File: config.mk
export PLATFORM = sky130hd
export DESIGN_NAME = deadline_timer_table
export DESIGN_NICKNAME = d
export VERILOG_FILES = /design/src/sv/dtt_pkg.sv /design/src/sv/dtt_ctrl.sv /design/src/sv/dtt_datapath.sv /design/src/sv/deadline_timer_table.sv
export SDC_FILE = /design/constraint.sdc
export NUM_CORES = 2
export LEC_CHECK = 0
export BUFFER_PORTS_ARGS = -buffer_cell sky130_fd_sc_hd__buf_2
export CAP_MARGIN = 20
export CORE_MARGIN = 2
export CORE_UTILIZATION = 45
export CTS_CLUSTER_DIAMETER = 60
export CTS_CLUSTER_SIZE = 28
export DETAILED_ROUTE_END_ITERATION = 16
export GPL_ROUTABILITY_DRIVEN = 0
export SLEW_MARGIN = 30
export SYNTH_ARGS = -nofsm -noshare
export SYNTH_HDL_FRONTEND = slang
export SYNTH_SLANG_ARGS = --single-unit
File: constraint.sdc
create_clock -name aclk -period 10.1 [get_ports aclk]
set_clock_uncertainty 0.05 [all_clocks]
set_input_delay 1.515 -clock aclk [delete_from_list [all_inputs] [get_ports aclk]]
set_output_delay 1.515 -clock aclk [all_outputs]
set_load 0.1 [all_outputs]
File: src/sv/dtt_pkg.sv
`default_nettype none
package dtt_pkg;

    // request codes (carried in s_tuser)
    localparam logic [2:0] REQ_ADD     = 3'd0;
    localparam logic [2:0] REQ_CANCEL  = 3'd1;
    localparam logic [2:0] REQ_RESET   = 3'd2;
    localparam logic [2:0] REQ_REFRESH = 3'd3;
    localparam logic [2:0] REQ_EXPIRE  = 3'd4;
    localparam logic [2:0] REQ_QUERY   = 3'd5;

    // result status codes
    localparam logic [1:0] STS_OK   = 2'd0;
    localparam logic [1:0] STS_FAIL = 2'd1;
    localparam logic [1:0] STS_FULL = 2'd2;

    localparam logic [63:0] HOUR_MS  = 64'd3600000;
    localparam logic [63:0] ALL_ONES = '1;

    localparam int IN_DATA_W  = 136;
    localparam int OUT_DATA_W = 72;

    typedef enum logic [2:0] {
        ST_IDLE, ST_SCAN, ST_CALC, ST_APPLY, ST_ESCAN, ST_EOUT
    } state_t;

    typedef struct packed {
        logic load;        // capture request, clear first-pass accumulators
        logic scan_start;  // restart table sweep
        logic emit_pass;   // sweep selects among due timers
        logic calc;        // form new deadline
        logic apply;       // update table and result for the request
        logic emit;        // send one expired timer
    } cmd_t;

    typedef struct packed {
        logic scan_done;
        logic out_free;
        logic is_exp;
        logic due_any;
        logic more;
    } stat_t;

endpackage
`default_nettype wire

File: src/sv/dtt_ctrl.sv
`default_nettype none
module dtt_ctrl (
    input  wire logic          aclk,
    input  wire logic          aresetn,
    input  wire logic          s_tvalid,
    output logic               s_tready,
    input  wire dtt_pkg::stat_t stat,
    output dtt_pkg::cmd_t      cmd
);

    dtt_pkg::state_t state_reg, state_next;

    // hold state
    always_ff @(posedge aclk) begin
        if (!aresetn) begin
            state_reg <= dtt_pkg::ST_IDLE;
        end else begin
            state_reg <= state_next;
        end
    end

    // next state
    always_comb begin
        state_next = state_reg;
        case (state_reg)
            dtt_pkg::ST_IDLE: begin
                if (s_tvalid) state_next = dtt_pkg::ST_SCAN;
            end
            dtt_pkg::ST_SCAN: begin
                if (stat.scan_done) state_next = dtt_pkg::ST_CALC;
            end
            dtt_pkg::ST_CALC: state_next = dtt_pkg::ST_APPLY;
            dtt_pkg::ST_APPLY: begin
                if (stat.is_exp) begin
                    state_next = stat.due_any ? dtt_pkg::ST_ESCAN : dtt_pkg::ST_IDLE;
                end else if (stat.out_free) begin
                    state_next = dtt_pkg::ST_IDLE;
                end
            end
            dtt_pkg::ST_ESCAN: begin
                if (stat.scan_done) state_next = dtt_pkg::ST_EOUT;
            end
            dtt_pkg::ST_EOUT: begin
                if (stat.out_free) begin
                    state_next = stat.more ? dtt_pkg::ST_ESCAN : dtt_pkg::ST_IDLE;
                end
            end
            default: state_next = dtt_pkg::ST_IDLE;
        endcase
    end

    // drive commands
    always_comb begin
        cmd      = '0;
        s_tready = 1'b0;
        case (state_reg)
            dtt_pkg::ST_IDLE: begin
                s_tready       = 1'b1;
                cmd.load       = s_tvalid;
                cmd.scan_start = s_tvalid;
            end
            dtt_pkg::ST_SCAN: ;
            dtt_pkg::ST_CALC: cmd.calc = 1'b1;
            dtt_pkg::ST_APPLY: begin
                cmd.apply      = stat.is_exp || stat.out_free;
                cmd.scan_start = stat.is_exp && stat.due_any;
            end
            dtt_pkg::ST_ESCAN: cmd.emit_pass = 1'b1;
            dtt_pkg::ST_EOUT: begin
                cmd.emit_pass  = 1'b1;
                cmd.emit       = stat.out_free;
                cmd.scan_start = stat.out_free && stat.more;
            end
            default: ;
        endcase
    end

endmodule
`default_nettype wire

File: src/sv/dtt_datapath.sv
`default_nettype none
module dtt_datapath #(
    parameter int SLOTS = 16
) (
    input  wire logic                           aclk,
    input  wire logic                           aresetn,
    input  wire dtt_pkg::cmd_t                  cmd,
    output dtt_pkg::stat_t                      stat,
    input  wire logic [dtt_pkg::IN_DATA_W-1:0]  s_tdata,
    input  wire logic [2:0]                     s_tuser,
    output logic                                m_tvalid,
    input  wire logic                           m_tready,
    output logic [dtt_pkg::OUT_DATA_W-1:0]      m_tdata,
    output logic                                m_tlast
);

    localparam int IW = (SLOTS > 1) ? $clog2(SLOTS) : 1;

    // captured request
    logic [2:0]  req_type_reg;
    logic [3:0]  req_slot_reg;
    logic [63:0] req_per_reg;
    logic        req_rep_reg;
    logic        req_fnow_reg;
    logic [63:0] req_now_reg;
    logic        roll_reg;
    logic [63:0] last_time_reg;

    // timer table
    logic [63:0] mem_p [SLOTS];
    logic [63:0] mem_d [SLOTS];
    logic [SLOTS-1:0] active_reg, rep_reg, due_reg;

    // sweep
    logic [IW:0]   cnt_reg;
    logic          rd_vld_reg;
    logic [IW-1:0] rd_idx_reg;
    logic [63:0]   rd_p_reg, rd_d_reg;

    // sweep accumulators
    logic          any_all_reg, any_oth_reg, any_after_reg;
    logic          free_found_reg;
    logic [IW-1:0] free_idx_reg;
    logic          min_found_reg;
    logic [63:0]   min_d_reg;
    logic [IW-1:0] min_i_reg;
    logic [63:0]   best_p_reg;
    logic          more_reg, due_any_reg;
    logic [63:0]   tgt_p_reg, start_reg;
    logic          tgt_act_reg;
    logic [63:0]   newd_reg;

    // result register
    logic        m_valid_reg;
    logic [3:0]  out_slot_reg;
    logic [1:0]  out_status_reg;
    logic [63:0] out_wait_reg;
    logic        out_front_reg, out_any_reg, out_last_reg;

    logic          issue, in_range, rd_act, rd_tgt, due_k, cand, better, out_free;
    logic [IW-1:0] s_idx;

    assign issue    = cnt_reg < (IW+1)'(SLOTS);
    assign in_range = 32'(req_slot_reg) < SLOTS;
    assign s_idx    = IW'(req_slot_reg);
    assign rd_act   = active_reg[rd_idx_reg];
    assign rd_tgt   = in_range && (rd_idx_reg == s_idx);
    assign due_k    = rd_act && (roll_reg || (rd_d_reg <= req_now_reg));
    assign cand     = cmd.emit_pass ? due_reg[rd_idx_reg]
                    : (rd_act && !((req_type_reg == dtt_pkg::REQ_RESET) && rd_tgt));
    assign better   = rd_vld_reg && cand && (!min_found_reg || (rd_d_reg < min_d_reg));
    assign out_free = !m_valid_reg || m_tready;

    assign stat.scan_done = rd_vld_reg && (rd_idx_reg == IW'(SLOTS-1));
    assign stat.out_free  = out_free;
    assign stat.is_exp    = req_type_reg == dtt_pkg::REQ_EXPIRE;
    assign stat.due_any   = due_any_reg;
    assign stat.more      = more_reg;

    // result and table update for the current request
    logic          wr_en, set_act, clr_act, front_ok;
    logic [IW-1:0] wr_idx;
    logic [63:0]   wr_p, wr_d;
    logic [3:0]    o_slot;
    logic [1:0]    o_status;
    logic [63:0]   o_wait;
    logic          o_front, o_any;
    logic [IW-1:0] front_idx;

    assign front_idx = (req_type_reg == dtt_pkg::REQ_ADD) ? free_idx_reg : s_idx;
    assign front_ok  = !min_found_reg || (newd_reg < min_d_reg)
                     || ((newd_reg == min_d_reg) && (front_idx < min_i_reg));

    always_comb begin
        wr_en    = 1'b0;
        wr_idx   = s_idx;
        wr_p     = req_per_reg;
        wr_d     = newd_reg;
        set_act  = 1'b0;
        clr_act  = 1'b0;
        o_slot   = 4'd0;
        o_status = dtt_pkg::STS_FAIL;
        o_wait   = 64'd0;
        o_front  = 1'b0;
        o_any    = any_all_reg;
        if (cmd.emit) begin
            wr_idx   = min_i_reg;
            wr_p     = best_p_reg;
            wr_d     = req_now_reg + best_p_reg;
            wr_en    = rep_reg[min_i_reg];
            clr_act  = !rep_reg[min_i_reg];
            o_slot   = 4'(min_i_reg);
            o_status = dtt_pkg::STS_OK;
            o_any    = any_after_reg;
        end else begin
            case (req_type_reg)
                dtt_pkg::REQ_ADD: begin
                    if (free_found_reg) begin
                        wr_en    = 1'b1;
                        wr_idx   = free_idx_reg;
                        set_act  = 1'b1;
                        o_slot   = 4'(free_idx_reg);
                        o_status = dtt_pkg::STS_OK;
                        o_front  = front_ok;
                        o_any    = 1'b1;
                    end else begin
                        o_status = dtt_pkg::STS_FULL;
                    end
                end
                dtt_pkg::REQ_CANCEL: begin
                    if (in_range && tgt_act_reg) begin
                        clr_act  = 1'b1;
                        o_status = dtt_pkg::STS_OK;
                        o_any    = any_oth_reg;
                    end
                end
                dtt_pkg::REQ_RESET: begin
                    if (in_range) begin
                        if ((req_per_reg == tgt_p_reg) && !req_fnow_reg) begin
                            o_status = dtt_pkg::STS_OK;
                        end else if (tgt_act_reg) begin
                            wr_en    = 1'b1;
                            o_status = dtt_pkg::STS_OK;
                            o_front  = front_ok;
                        end
                    end
                end
                dtt_pkg::REQ_REFRESH: begin
                    if (in_range && tgt_act_reg) begin
                        wr_en    = 1'b1;
                        wr_p     = tgt_p_reg;
                        o_status = dtt_pkg::STS_OK;
                    end
                end
                dtt_pkg::REQ_QUERY: begin
                    o_status = dtt_pkg::STS_OK;
                    if (!min_found_reg) o_wait = dtt_pkg::ALL_ONES;
                    else if (req_now_reg >= min_d_reg) o_wait = 64'd0;
                    else o_wait = min_d_reg - req_now_reg;
                end
                default: ;
            endcase
            if (!cmd.apply || (req_type_reg == dtt_pkg::REQ_EXPIRE)) begin
                wr_en   = 1'b0;
                set_act = 1'b0;
                clr_act = 1'b0;
            end
        end
    end

    // table memory: one write, one registered read
    always_ff @(posedge aclk) begin
        if (wr_en) begin
            mem_p[wr_idx] <= wr_p;
            mem_d[wr_idx] <= wr_d;
        end
        rd_p_reg <= mem_p[cnt_reg[IW-1:0]];
        rd_d_reg <= mem_d[cnt_reg[IW-1:0]];
    end

    // control state
    always_ff @(posedge aclk) begin
        if (!aresetn) begin
            active_reg    <= '0;
            rep_reg       <= '0;
            due_reg       <= '0;
            cnt_reg       <= (IW+1)'(SLOTS);
            rd_vld_reg    <= 1'b0;
            m_valid_reg   <= 1'b0;
            last_time_reg <= 64'd0;
        end else begin
            rd_vld_reg <= issue;
            if (cmd.scan_start) cnt_reg <= '0;
            else if (issue) cnt_reg <= cnt_reg + 1'b1;
            if (rd_vld_reg && !cmd.emit_pass) due_reg[rd_idx_reg] <= due_k;
            if (cmd.emit) due_reg[min_i_reg] <= 1'b0;
            if (set_act) begin
                active_reg[wr_idx] <= 1'b1;
                rep_reg[wr_idx]    <= req_rep_reg;
            end
            if (clr_act) active_reg[wr_idx] <= 1'b0;
            if (cmd.apply && stat.is_exp && any_all_reg) last_time_reg <= req_now_reg;
            if (cmd.emit || (cmd.apply && !stat.is_exp)) m_valid_reg <= 1'b1;
            else if (m_tready) m_valid_reg <= 1'b0;
        end
    end

    // request, accumulators and result payload
    always_ff @(posedge aclk) begin
        rd_idx_reg <= cnt_reg[IW-1:0];
        if (cmd.load) begin
            req_type_reg   <= s_tuser;
            req_slot_reg   <= s_tdata[3:0];
            req_per_reg    <= s_tdata[67:4];
            req_rep_reg    <= s_tdata[68];
            req_fnow_reg   <= s_tdata[69];
            req_now_reg    <= s_tdata[133:70];
            roll_reg       <= (s_tdata[133:70] < last_time_reg)
                           && ((last_time_reg - s_tdata[133:70]) > dtt_pkg::HOUR_MS);
            any_all_reg    <= 1'b0;
            any_oth_reg    <= 1'b0;
            any_after_reg  <= 1'b0;
            free_found_reg <= 1'b0;
            due_any_reg    <= 1'b0;
            tgt_act_reg    <= 1'b0;
        end
        if (cmd.scan_start) begin
            min_found_reg <= 1'b0;
            more_reg      <= 1'b0;
        end
        // fold one table entry per cycle
        if (rd_vld_reg) begin
            if (!cmd.emit_pass) begin
                any_all_reg   <= any_all_reg || rd_act;
                any_oth_reg   <= any_oth_reg || (rd_act && !rd_tgt);
                any_after_reg <= any_after_reg || (rd_act && (!due_k || rep_reg[rd_idx_reg]));
                due_any_reg   <= due_any_reg || due_k;
                if (!rd_act && !free_found_reg) begin
                    free_found_reg <= 1'b1;
                    free_idx_reg   <= rd_idx_reg;
                end
                if (rd_tgt) begin
                    tgt_p_reg   <= rd_p_reg;
                    start_reg   <= rd_d_reg - rd_p_reg;
                    tgt_act_reg <= rd_act;
                end
            end else if (cand && min_found_reg) begin
                more_reg <= 1'b1;
            end
            if (better) begin
                min_found_reg <= 1'b1;
                min_d_reg     <= rd_d_reg;
                min_i_reg     <= rd_idx_reg;
                best_p_reg    <= rd_p_reg;
            end
        end
        if (cmd.calc) begin
            newd_reg <= (((req_type_reg == dtt_pkg::REQ_RESET) && !req_fnow_reg)
                         ? start_reg : req_now_reg)
                      + ((req_type_reg == dtt_pkg::REQ_REFRESH) ? tgt_p_reg : req_per_reg);
        end
        if (cmd.emit || (cmd.apply && !stat.is_exp)) begin
            out_slot_reg   <= o_slot;
            out_status_reg <= o_status;
            out_wait_reg   <= o_wait;
            out_front_reg  <= o_front;
            out_any_reg    <= o_any;
            out_last_reg   <= !cmd.emit || !more_reg;
        end
    end

    assign m_tvalid = m_valid_reg;
    assign m_tdata  = {out_any_reg, out_front_reg, out_wait_reg, out_status_reg, out_slot_reg};
    assign m_tlast  = out_last_reg;

endmodule
`default_nettype wire

File: src/sv/deadline_timer_table.sv
// Each request sweeps the slot table through the period/deadline read port, one
// slot a cycle, and a result follows the sweep; the next request is taken only once
// the block is back in idle. Expire gives its first result after a second sweep,
// then one more per further sweep; a stalled result holds the sequence.
// Synchronous active-low reset clears active and repeat flags, last time and the
// result valid flag; period and deadline stay unwritten.
`default_nettype none
module deadline_timer_table #(
    parameter int SLOTS = 16
) (
    input  wire logic                          aclk,
    input  wire logic                          aresetn,
    input  wire logic                          s_tvalid,
    output logic                               s_tready,
    // timer_slot[3:0] period_ms[67:4] repeat_req[68] restart_now[69] now_ms[133:70]
    input  wire logic [dtt_pkg::IN_DATA_W-1:0] s_tdata,
    // req_type[2:0]
    input  wire logic [2:0]                    s_tuser,
    output logic                               m_tvalid,
    input  wire logic                          m_tready,
    // slot_out[3:0] status[5:4] wait_ms[69:6] front_changed[70] any_active[71]
    output logic [dtt_pkg::OUT_DATA_W-1:0]     m_tdata,
    output logic                               m_tlast
);

    dtt_pkg::cmd_t  cmd;
    dtt_pkg::stat_t stat;

    // sequence each request
    dtt_ctrl u_ctrl (
        .aclk     (aclk),
        .aresetn  (aresetn),
        .s_tvalid (s_tvalid),
        .s_tready (s_tready),
        .stat     (stat),
        .cmd      (cmd)
    );

    // hold the table and form results
    dtt_datapath #(.SLOTS(SLOTS)) u_datapath (
        .aclk     (aclk),
        .aresetn  (aresetn),
        .cmd      (cmd),
        .stat     (stat),
        .s_tdata  (s_tdata),
        .s_tuser  (s_tuser),
        .m_tvalid (m_tvalid),
        .m_tready (m_tready),
        .m_tdata  (m_tdata),
        .m_tlast  (m_tlast)
    );

endmodule
`default_nettype wire

-- After elaboration in Yosys (flattened, before gate mapping)
Memories as Yosys holds them, arrays and structs flattened. A register that Yosys moved wholly into a read port is not among the register bits.
Index checks and enable logic that the tools add are counted.
- input port bits: 143
- logic and storage cells: 261
- bits in registers: 673
- memories: 2
- memory bits (writable): 2048
- mux-type cells: 111
- $add $sub $neg: 6
- magnitude comparators: 14
- reduce and logical (&&, ||, !) cells: 63
- eq/ne operators: 19
- bitwise operators: 8
- memories (memory ; words ; bits a word ; rd ports ; clocked after memory_dff ; wr ports ; RTL line ; source):
    u_datapath.mem_d ; 16 ; 64 ; 1 ; 1 ; 1 ; dtt_datapath.sv:31 ; logic [63:0] mem_d [SLOTS];
    u_datapath.mem_p ; 16 ; 64 ; 1 ; 1 ; 1 ; dtt_datapath.sv:30 ; logic [63:0] mem_p [SLOTS];
- operators by type and width (operator ; number):
    64-bit two-way mux ; 8
    64-bit less-than comparator ; 3
    64-bit subtractor ; 3
    64-bit adder ; 2
    64-bit == test ; 2
    16-bit two-way mux ; 6
    64-bit >= comparator ; 1
    64-bit by 22-bit greater-than comparator with 1-bit output, second input constant ; 1
    64-bit less-or-equal comparator ; 1
    1-bit two-way mux ; 63
    16-bit AND ; 2
    16-bit bitwise mux ; 2
    16-bit NOT ; 2
    4-bit two-way mux ; 7
    3-bit two-way mux ; 8
    1-bit logical AND ; 23
    3-bit case mux with 6 select lines ; 1
    1-bit binary-select mux with 4-bit select ; 4
    16-bit OR ; 1
    4-bit by 5-bit less-than comparator with 1-bit output, second input constant ; 3
    1-bit zero test ; 14
    1-bit logical OR ; 14
    1-bit demux with 4-bit select ; 3
    3-bit by 2-bit == test with 1-bit output, second input constant ; 4
    23 further kinds ; 43

-- Logic depth before layout (Yosys ltp)
- depth in word-level cells: 13
- gate-level depth with buffers: 22
- gate-level depth less buffers: 18

-- By module
From an unflattened synthesis, not the netlist that was laid out.
- cells, all modules: 8362
- area, all modules: 128695.9 µm²
- modules (own cells, without submodules) (module ; times used ; area each (µm²) ; cells an instance ; seq. area each (µm²)):
    dtt_datapath ; 1 ; 128394.4 ; 8320 ; 82869.5
    dtt_ctrl ; 1 ; 301.5 ; 42 ; 60.1

-- Worst setup path before layout
Ideal clock, no wire load.
- kind: input to register
- from: input m_tready
- to: memory u_datapath.mem_d[11][0], enable pin
- required time: 9.433 ns
- stages: 7
- path buffers: 3
- slack: 1.223 ns
- arrival: 8.210 ns
- cells stage by stage: nand2b_1 > and3_1 > clkbuf_1 > clkbuf_1 > a21oi_1 > clkbuf_1 > nor2_1
- word-level cells in the longest chain between the ends: 9
- ends and longest elaborated chain (element ; RTL line ; source):
    start: declaration ; deadline_timer_table.sv:20 ; input wire logic m_tready,
    1-bit logical OR (*) ; dtt_datapath.sv:72 ; assign out_free = !m_valid_reg || m_tready;
    1-bit logical OR ; dtt_ctrl.sv:65 ; cmd.apply = stat.is_exp || stat.out_free;
    1-bit two-way mux ; dtt_ctrl.sv:56 ; case (state_reg)
    1-bit zero test ; dtt_datapath.sv:163 ; if (!cmd.apply || (req_type_reg == dtt_pkg::REQ_EXPIRE)) begin
    1-bit logical OR ; dtt_datapath.sv:163 ;
    1-bit two-way mux ; dtt_datapath.sv:163 ;
    1-bit two-way mux ; dtt_datapath.sv:106 ; if (cmd.emit) begin
    1-bit two-way mux ; dtt_datapath.sv:173 ; if (wr_en) begin
    1-bit two-way mux (not written as such) ; dtt_datapath.sv:175 ; mem_d[wr_idx] <= wr_d;
    end: declaration ; dtt_datapath.sv:31 ;
Mark *: on every way between the ends. The rest lies on a longest branch, timed or not.

-- Final worst setup path
- from: register u_datapath.req_type_reg[2]
- to: register u_datapath.newd_reg[63], data pin
- word-level cells in the longest chain between the ends: 4
- ends and longest elaborated chain (element ; RTL line ; source):
    start: declaration ; dtt_datapath.sv:20 ; logic [2:0] req_type_reg;
    start signal: assignment ; dtt_datapath.sv:212 ; req_type_reg <= s_tuser;
    3-bit by 2-bit == test with 1-bit output ; dtt_datapath.sv:258 ; newd_reg <= (((req_type_reg == dtt_pkg::REQ_RESET) && !req_fnow_reg)
    1-bit logical AND ; dtt_datapath.sv:258 ;
    64-bit two-way mux ; dtt_datapath.sv:259 ; ? start_reg : req_now_reg)
    64-bit adder (*) ; dtt_datapath.sv:260 ; + ((req_type_reg == dtt_pkg::REQ_REFRESH) ? tgt_p_reg : req_per_reg);
    end signal: assignment ; dtt_datapath.sv:258 ;
    end: declaration ; dtt_datapath.sv:51 ; logic [63:0] newd_reg;
Marks and branches as above.
A chain may end at the register's enable or synchronous reset.

==> impl_metrics.py <==
metrics = {
    "layout": {
        "drive_above_1_share_pct": 18.14,
        "nets": 9465,
        "syn_to_final_growth_pct": 10.85,
        "n_fill_cell": 23820,
        "reg.largest.list": "u_datapath.mem_d (1024), u_datapath.mem_p (1024)",
        "final_area_mm2": 0.1439,
    },
    "timing": {
        "hold_viol": 0,
        "period_share_pct": 65.97,
        "setup-violations-final": 0,
        "rsz0062_at_grt": "no",
        "slew_viol_final": 0,
        "tightest_slew_ns": 1.070,
        "timing.setup.tns_ns": 0,
        "max_clock_freq_mhz": 150.1,
        "whs_ns": 0.4130,
        "slew_headroom_pct": 28.69,
        "period_needed_ns": 6.663,
    },
    "floorplanning": {
        "coreArea_mm2": 0.2874,
        "start_util_pct": 45.16,
        "die-area_mm2": 0.2927,
        "ioPinCount": 218,
        "core.rowCount": 197,
        "die_h_um": 541.1,
        "die_w_um": 541.1,
    },
    "placement": {
        "place_area_mm2": 0.1363,
        "hpwlAfterDp_um": 252100,
        "portBuffers": 215,
    },
    "critical_path": {
        "r2r_slack_ns": 3.44,
        "crit_path_start_kind": "flip-flop",
        "cp_max_fo": 47,
        "crit_chain": "inv_1 > nand3_4 > buf_4 > o21ai_0 > ha_1 > a21oi_1 > o21ai_0 > a2111oi_1 > a21oi_1 > nor4_1 > o21ai_1 > a2111oi_0 > nor2_1 > a31oi_1 > o21ai_0 > a21oi_1 > xnor2_1",
        "critPathKind": "flip-flop to flip-flop",
        "end_kind": "flip-flop",
        "arrival_ns": 7.26,
        "critical-path-max-stage-delay_ns": 0.72,
        "crit_required_ns": 10.70,
        "cp_slowest_cell": "nor4_1",
    },
    "cts": {
        "htreeDepth": 4,
        "path_clk_slew_ns": 0.08,
        "cts_root_buf": "clkbuf_16",
        "cts_sinks": 2849,
        "clk_path_buf_depth": 4,
        "cts_tree": "yes",
        "clkLatencyLatePin_ns": 0.92,
        "cts_made_buffers": 205,
        "cts_resized": 0,
        "cts_setup_buffers": 0,
        "cts_hold_buf": 0,
    },
    "pwr": {
        "p_per_area_mw_per_mm2": 190.5,
        "p_leak_nw": 49.61,
        "total_power_mw": 27.40,
        "irDropWorstVdd_v": 0.0001441,
    },
    "synthesis": {
        "yosys_warnings": 0,
        "synth_nets": 9212,
        "synth_ff_type": "edfxtp_1",
        "synth_edf_count": 2587,
        "synthArstFlopShare_pct": 0,
        "yosysSeqAreaShare_pct": 63.89,
        "syn_avg_cell_area_um2": 15.18,
        "synth-seq-cells": 2849,
        "synth_area_mm2": 0.1298,
        "syn-instance-count": 8552,
        "synth_area_leaders": "edfxtp_1 (60%), mux4_2 (11%), ha_1 (4.9%)",
        "synth_cell_type_count": 95,
        "synth_top_area_cell": "edfxtp_1",
        "synthDominantCellAreaShare_pct": 59.85,
    },
    "drt": {
        "firstDrtPassIters": 9,
        "wl_per_cell_um": 29.19,
        "drc": 0,
        "totalWireLength_um": 372700,
        "drt_iter0_drc": 9852,
        "ant_nets": 0,
        "drt-vias-per-instance": 6.164,
        "dr_total_vias": 78690,
    },
    "global_routing": {
        "overflow": 0,
        "grt_max_degree": 135,
        "grt_pass1_wl_um": 530400,
        "antenna_found_initial": 18,
        "grt_pass1_vias": 76090,
        "grtUsageTotal_pct": 24.93,
    },
    "flow_run": {
        "cap_violations": 0,
    },
    "status": {
        "status": "completed",
    },
    "min_path": {
        "hold_class": "flip-flop to flip-flop",
    },
}
-- power by group --
part	switching, mW	leakage (nW)	total, mW	internal, mW
clock	4.70	3.58	9.07	4.37
combinational	2.73	20.5	4.42	1.69
sequential	0.420	25.5	13.9	13.5
total	7.85	49.6	27.4	19.6
-- worst max-delay path, delay by kind of cell, from the launching register on --
family	cells	cell delay, ns
xor+xnor	1	0.08
compound gates	10	3.20
buf+inv	2	0.78
simple gates	3	1.36
fa+ha+maj	1	0.42
flops	1	0.47
-- cell type report --
class                           count  area (um2)  share of cell area [%]
Inverter                          379        1428                  0.9923
Multi-Input combinational cell   4942       44260                   30.76
Antenna cell                        5       12.51                0.008696
Clock buffer                      226        5281                   3.671
Clock inverter                    157        2186                   1.519
Sequential cell                  2849       82950                   57.65
Timing Repair Buffer              428        3029                   2.105
Tap cell                         3781        4731                   3.288
-- synthesized netlist by cell type, drive strengths merged (17+ instances only) --
cell and instances:
edfxtp 2587, nand2 684, mux4 660, ha 512
o21ai 484, a21oi 457, inv 379, clkbuf 295
nor2 287, a21o 267, dfxtp 262, xnor2 168
xor2 154, nand4 124, nand3 108, a21boi 94
buf 87, mux2i 81, nor2b 65, nor3 62
mux2 61, o21a 59, nand2b 54, a31oi 47
o21bai 44, a211oi 37, and3 36, o31ai 35
nor4 33, and2 32, a221oi 22, or2 21
o211ai 20, o221a 20, o22ai 18, or3 17
-- per-layer routing --
metal | GRT usage [%] | wire (um) | vias to the layer above
met2 | 37.54 | 163900 | 3848
li1 | - | - | 33920
met5 | 0 | 54 | -
met4 | 6.446 | 10870 | 8
met1 | 37.75 | 162700 | 40430
met3 | 3.898 | 35140 | 487
-- worst paths after layout --
kind | startpoint | cells after the start | to
setup / recovery | u_datapath.req_type_reg[2] | 17 | u_datapath.newd_reg[63]
hold / removal | u_datapath.due_reg[0] | 2 | u_datapath.due_reg[0]
setup reg to reg | u_datapath.req_type_reg[2] | 17 | u_datapath.newd_reg[63]
hold reg to reg | u_datapath.due_reg[0] | 2 | u_datapath.due_reg[0]
-- kinds of logic (layout without fill, tap and decap cells) --
kind of cell,count (synthesis),count (layout),share of synthesized area [%]
muxes,802,802,12.61
adders and majority gates,517,517,5.013
and+or+nand+nor,1562,1562,5.575
xor gates and xnor gates,322,322,2.173
AOI/OAI and AO/OA,1739,1739,8.506
buffers and inverters,761,1190,2.232
other,0,5,0
DFF,2849,2849,63.89
-- through the flow --
step / cells / setup slack, ns / utilization (%)
after floorplan: 8552 / 1.223 / -
after global placement: 12370 / 3.577 / 47.40
after detailed placement: 12380 / 3.571 / 47.43
after CTS: 12760 / 3.504 / 50.03
after global routing: 12760 / 3.214 / 50.06
final: 12770 / 3.437 / 50.06
-- layout by cell type, fill, tap and decap left out, types with 106 or more instances in the layout --
cell type	synthesis	final
edfxtp_1	2587	2587
nand2_1	684	683
mux4_2	660	660
ha_1	512	512
o21ai_0	473	456
a21oi_1	455	454
inv_1	379	378
nor2_1	287	268
a21o_1	267	266
dfxtp_1	262	256
buf_2	22	216
clkbuf_16	0	207
buf_4	3	184
xnor2_1	168	168
xor2_1	154	154
nand4_1	123	123
nand3_1	108	106
Note: power is estimated with default switching activity, not from simulation.
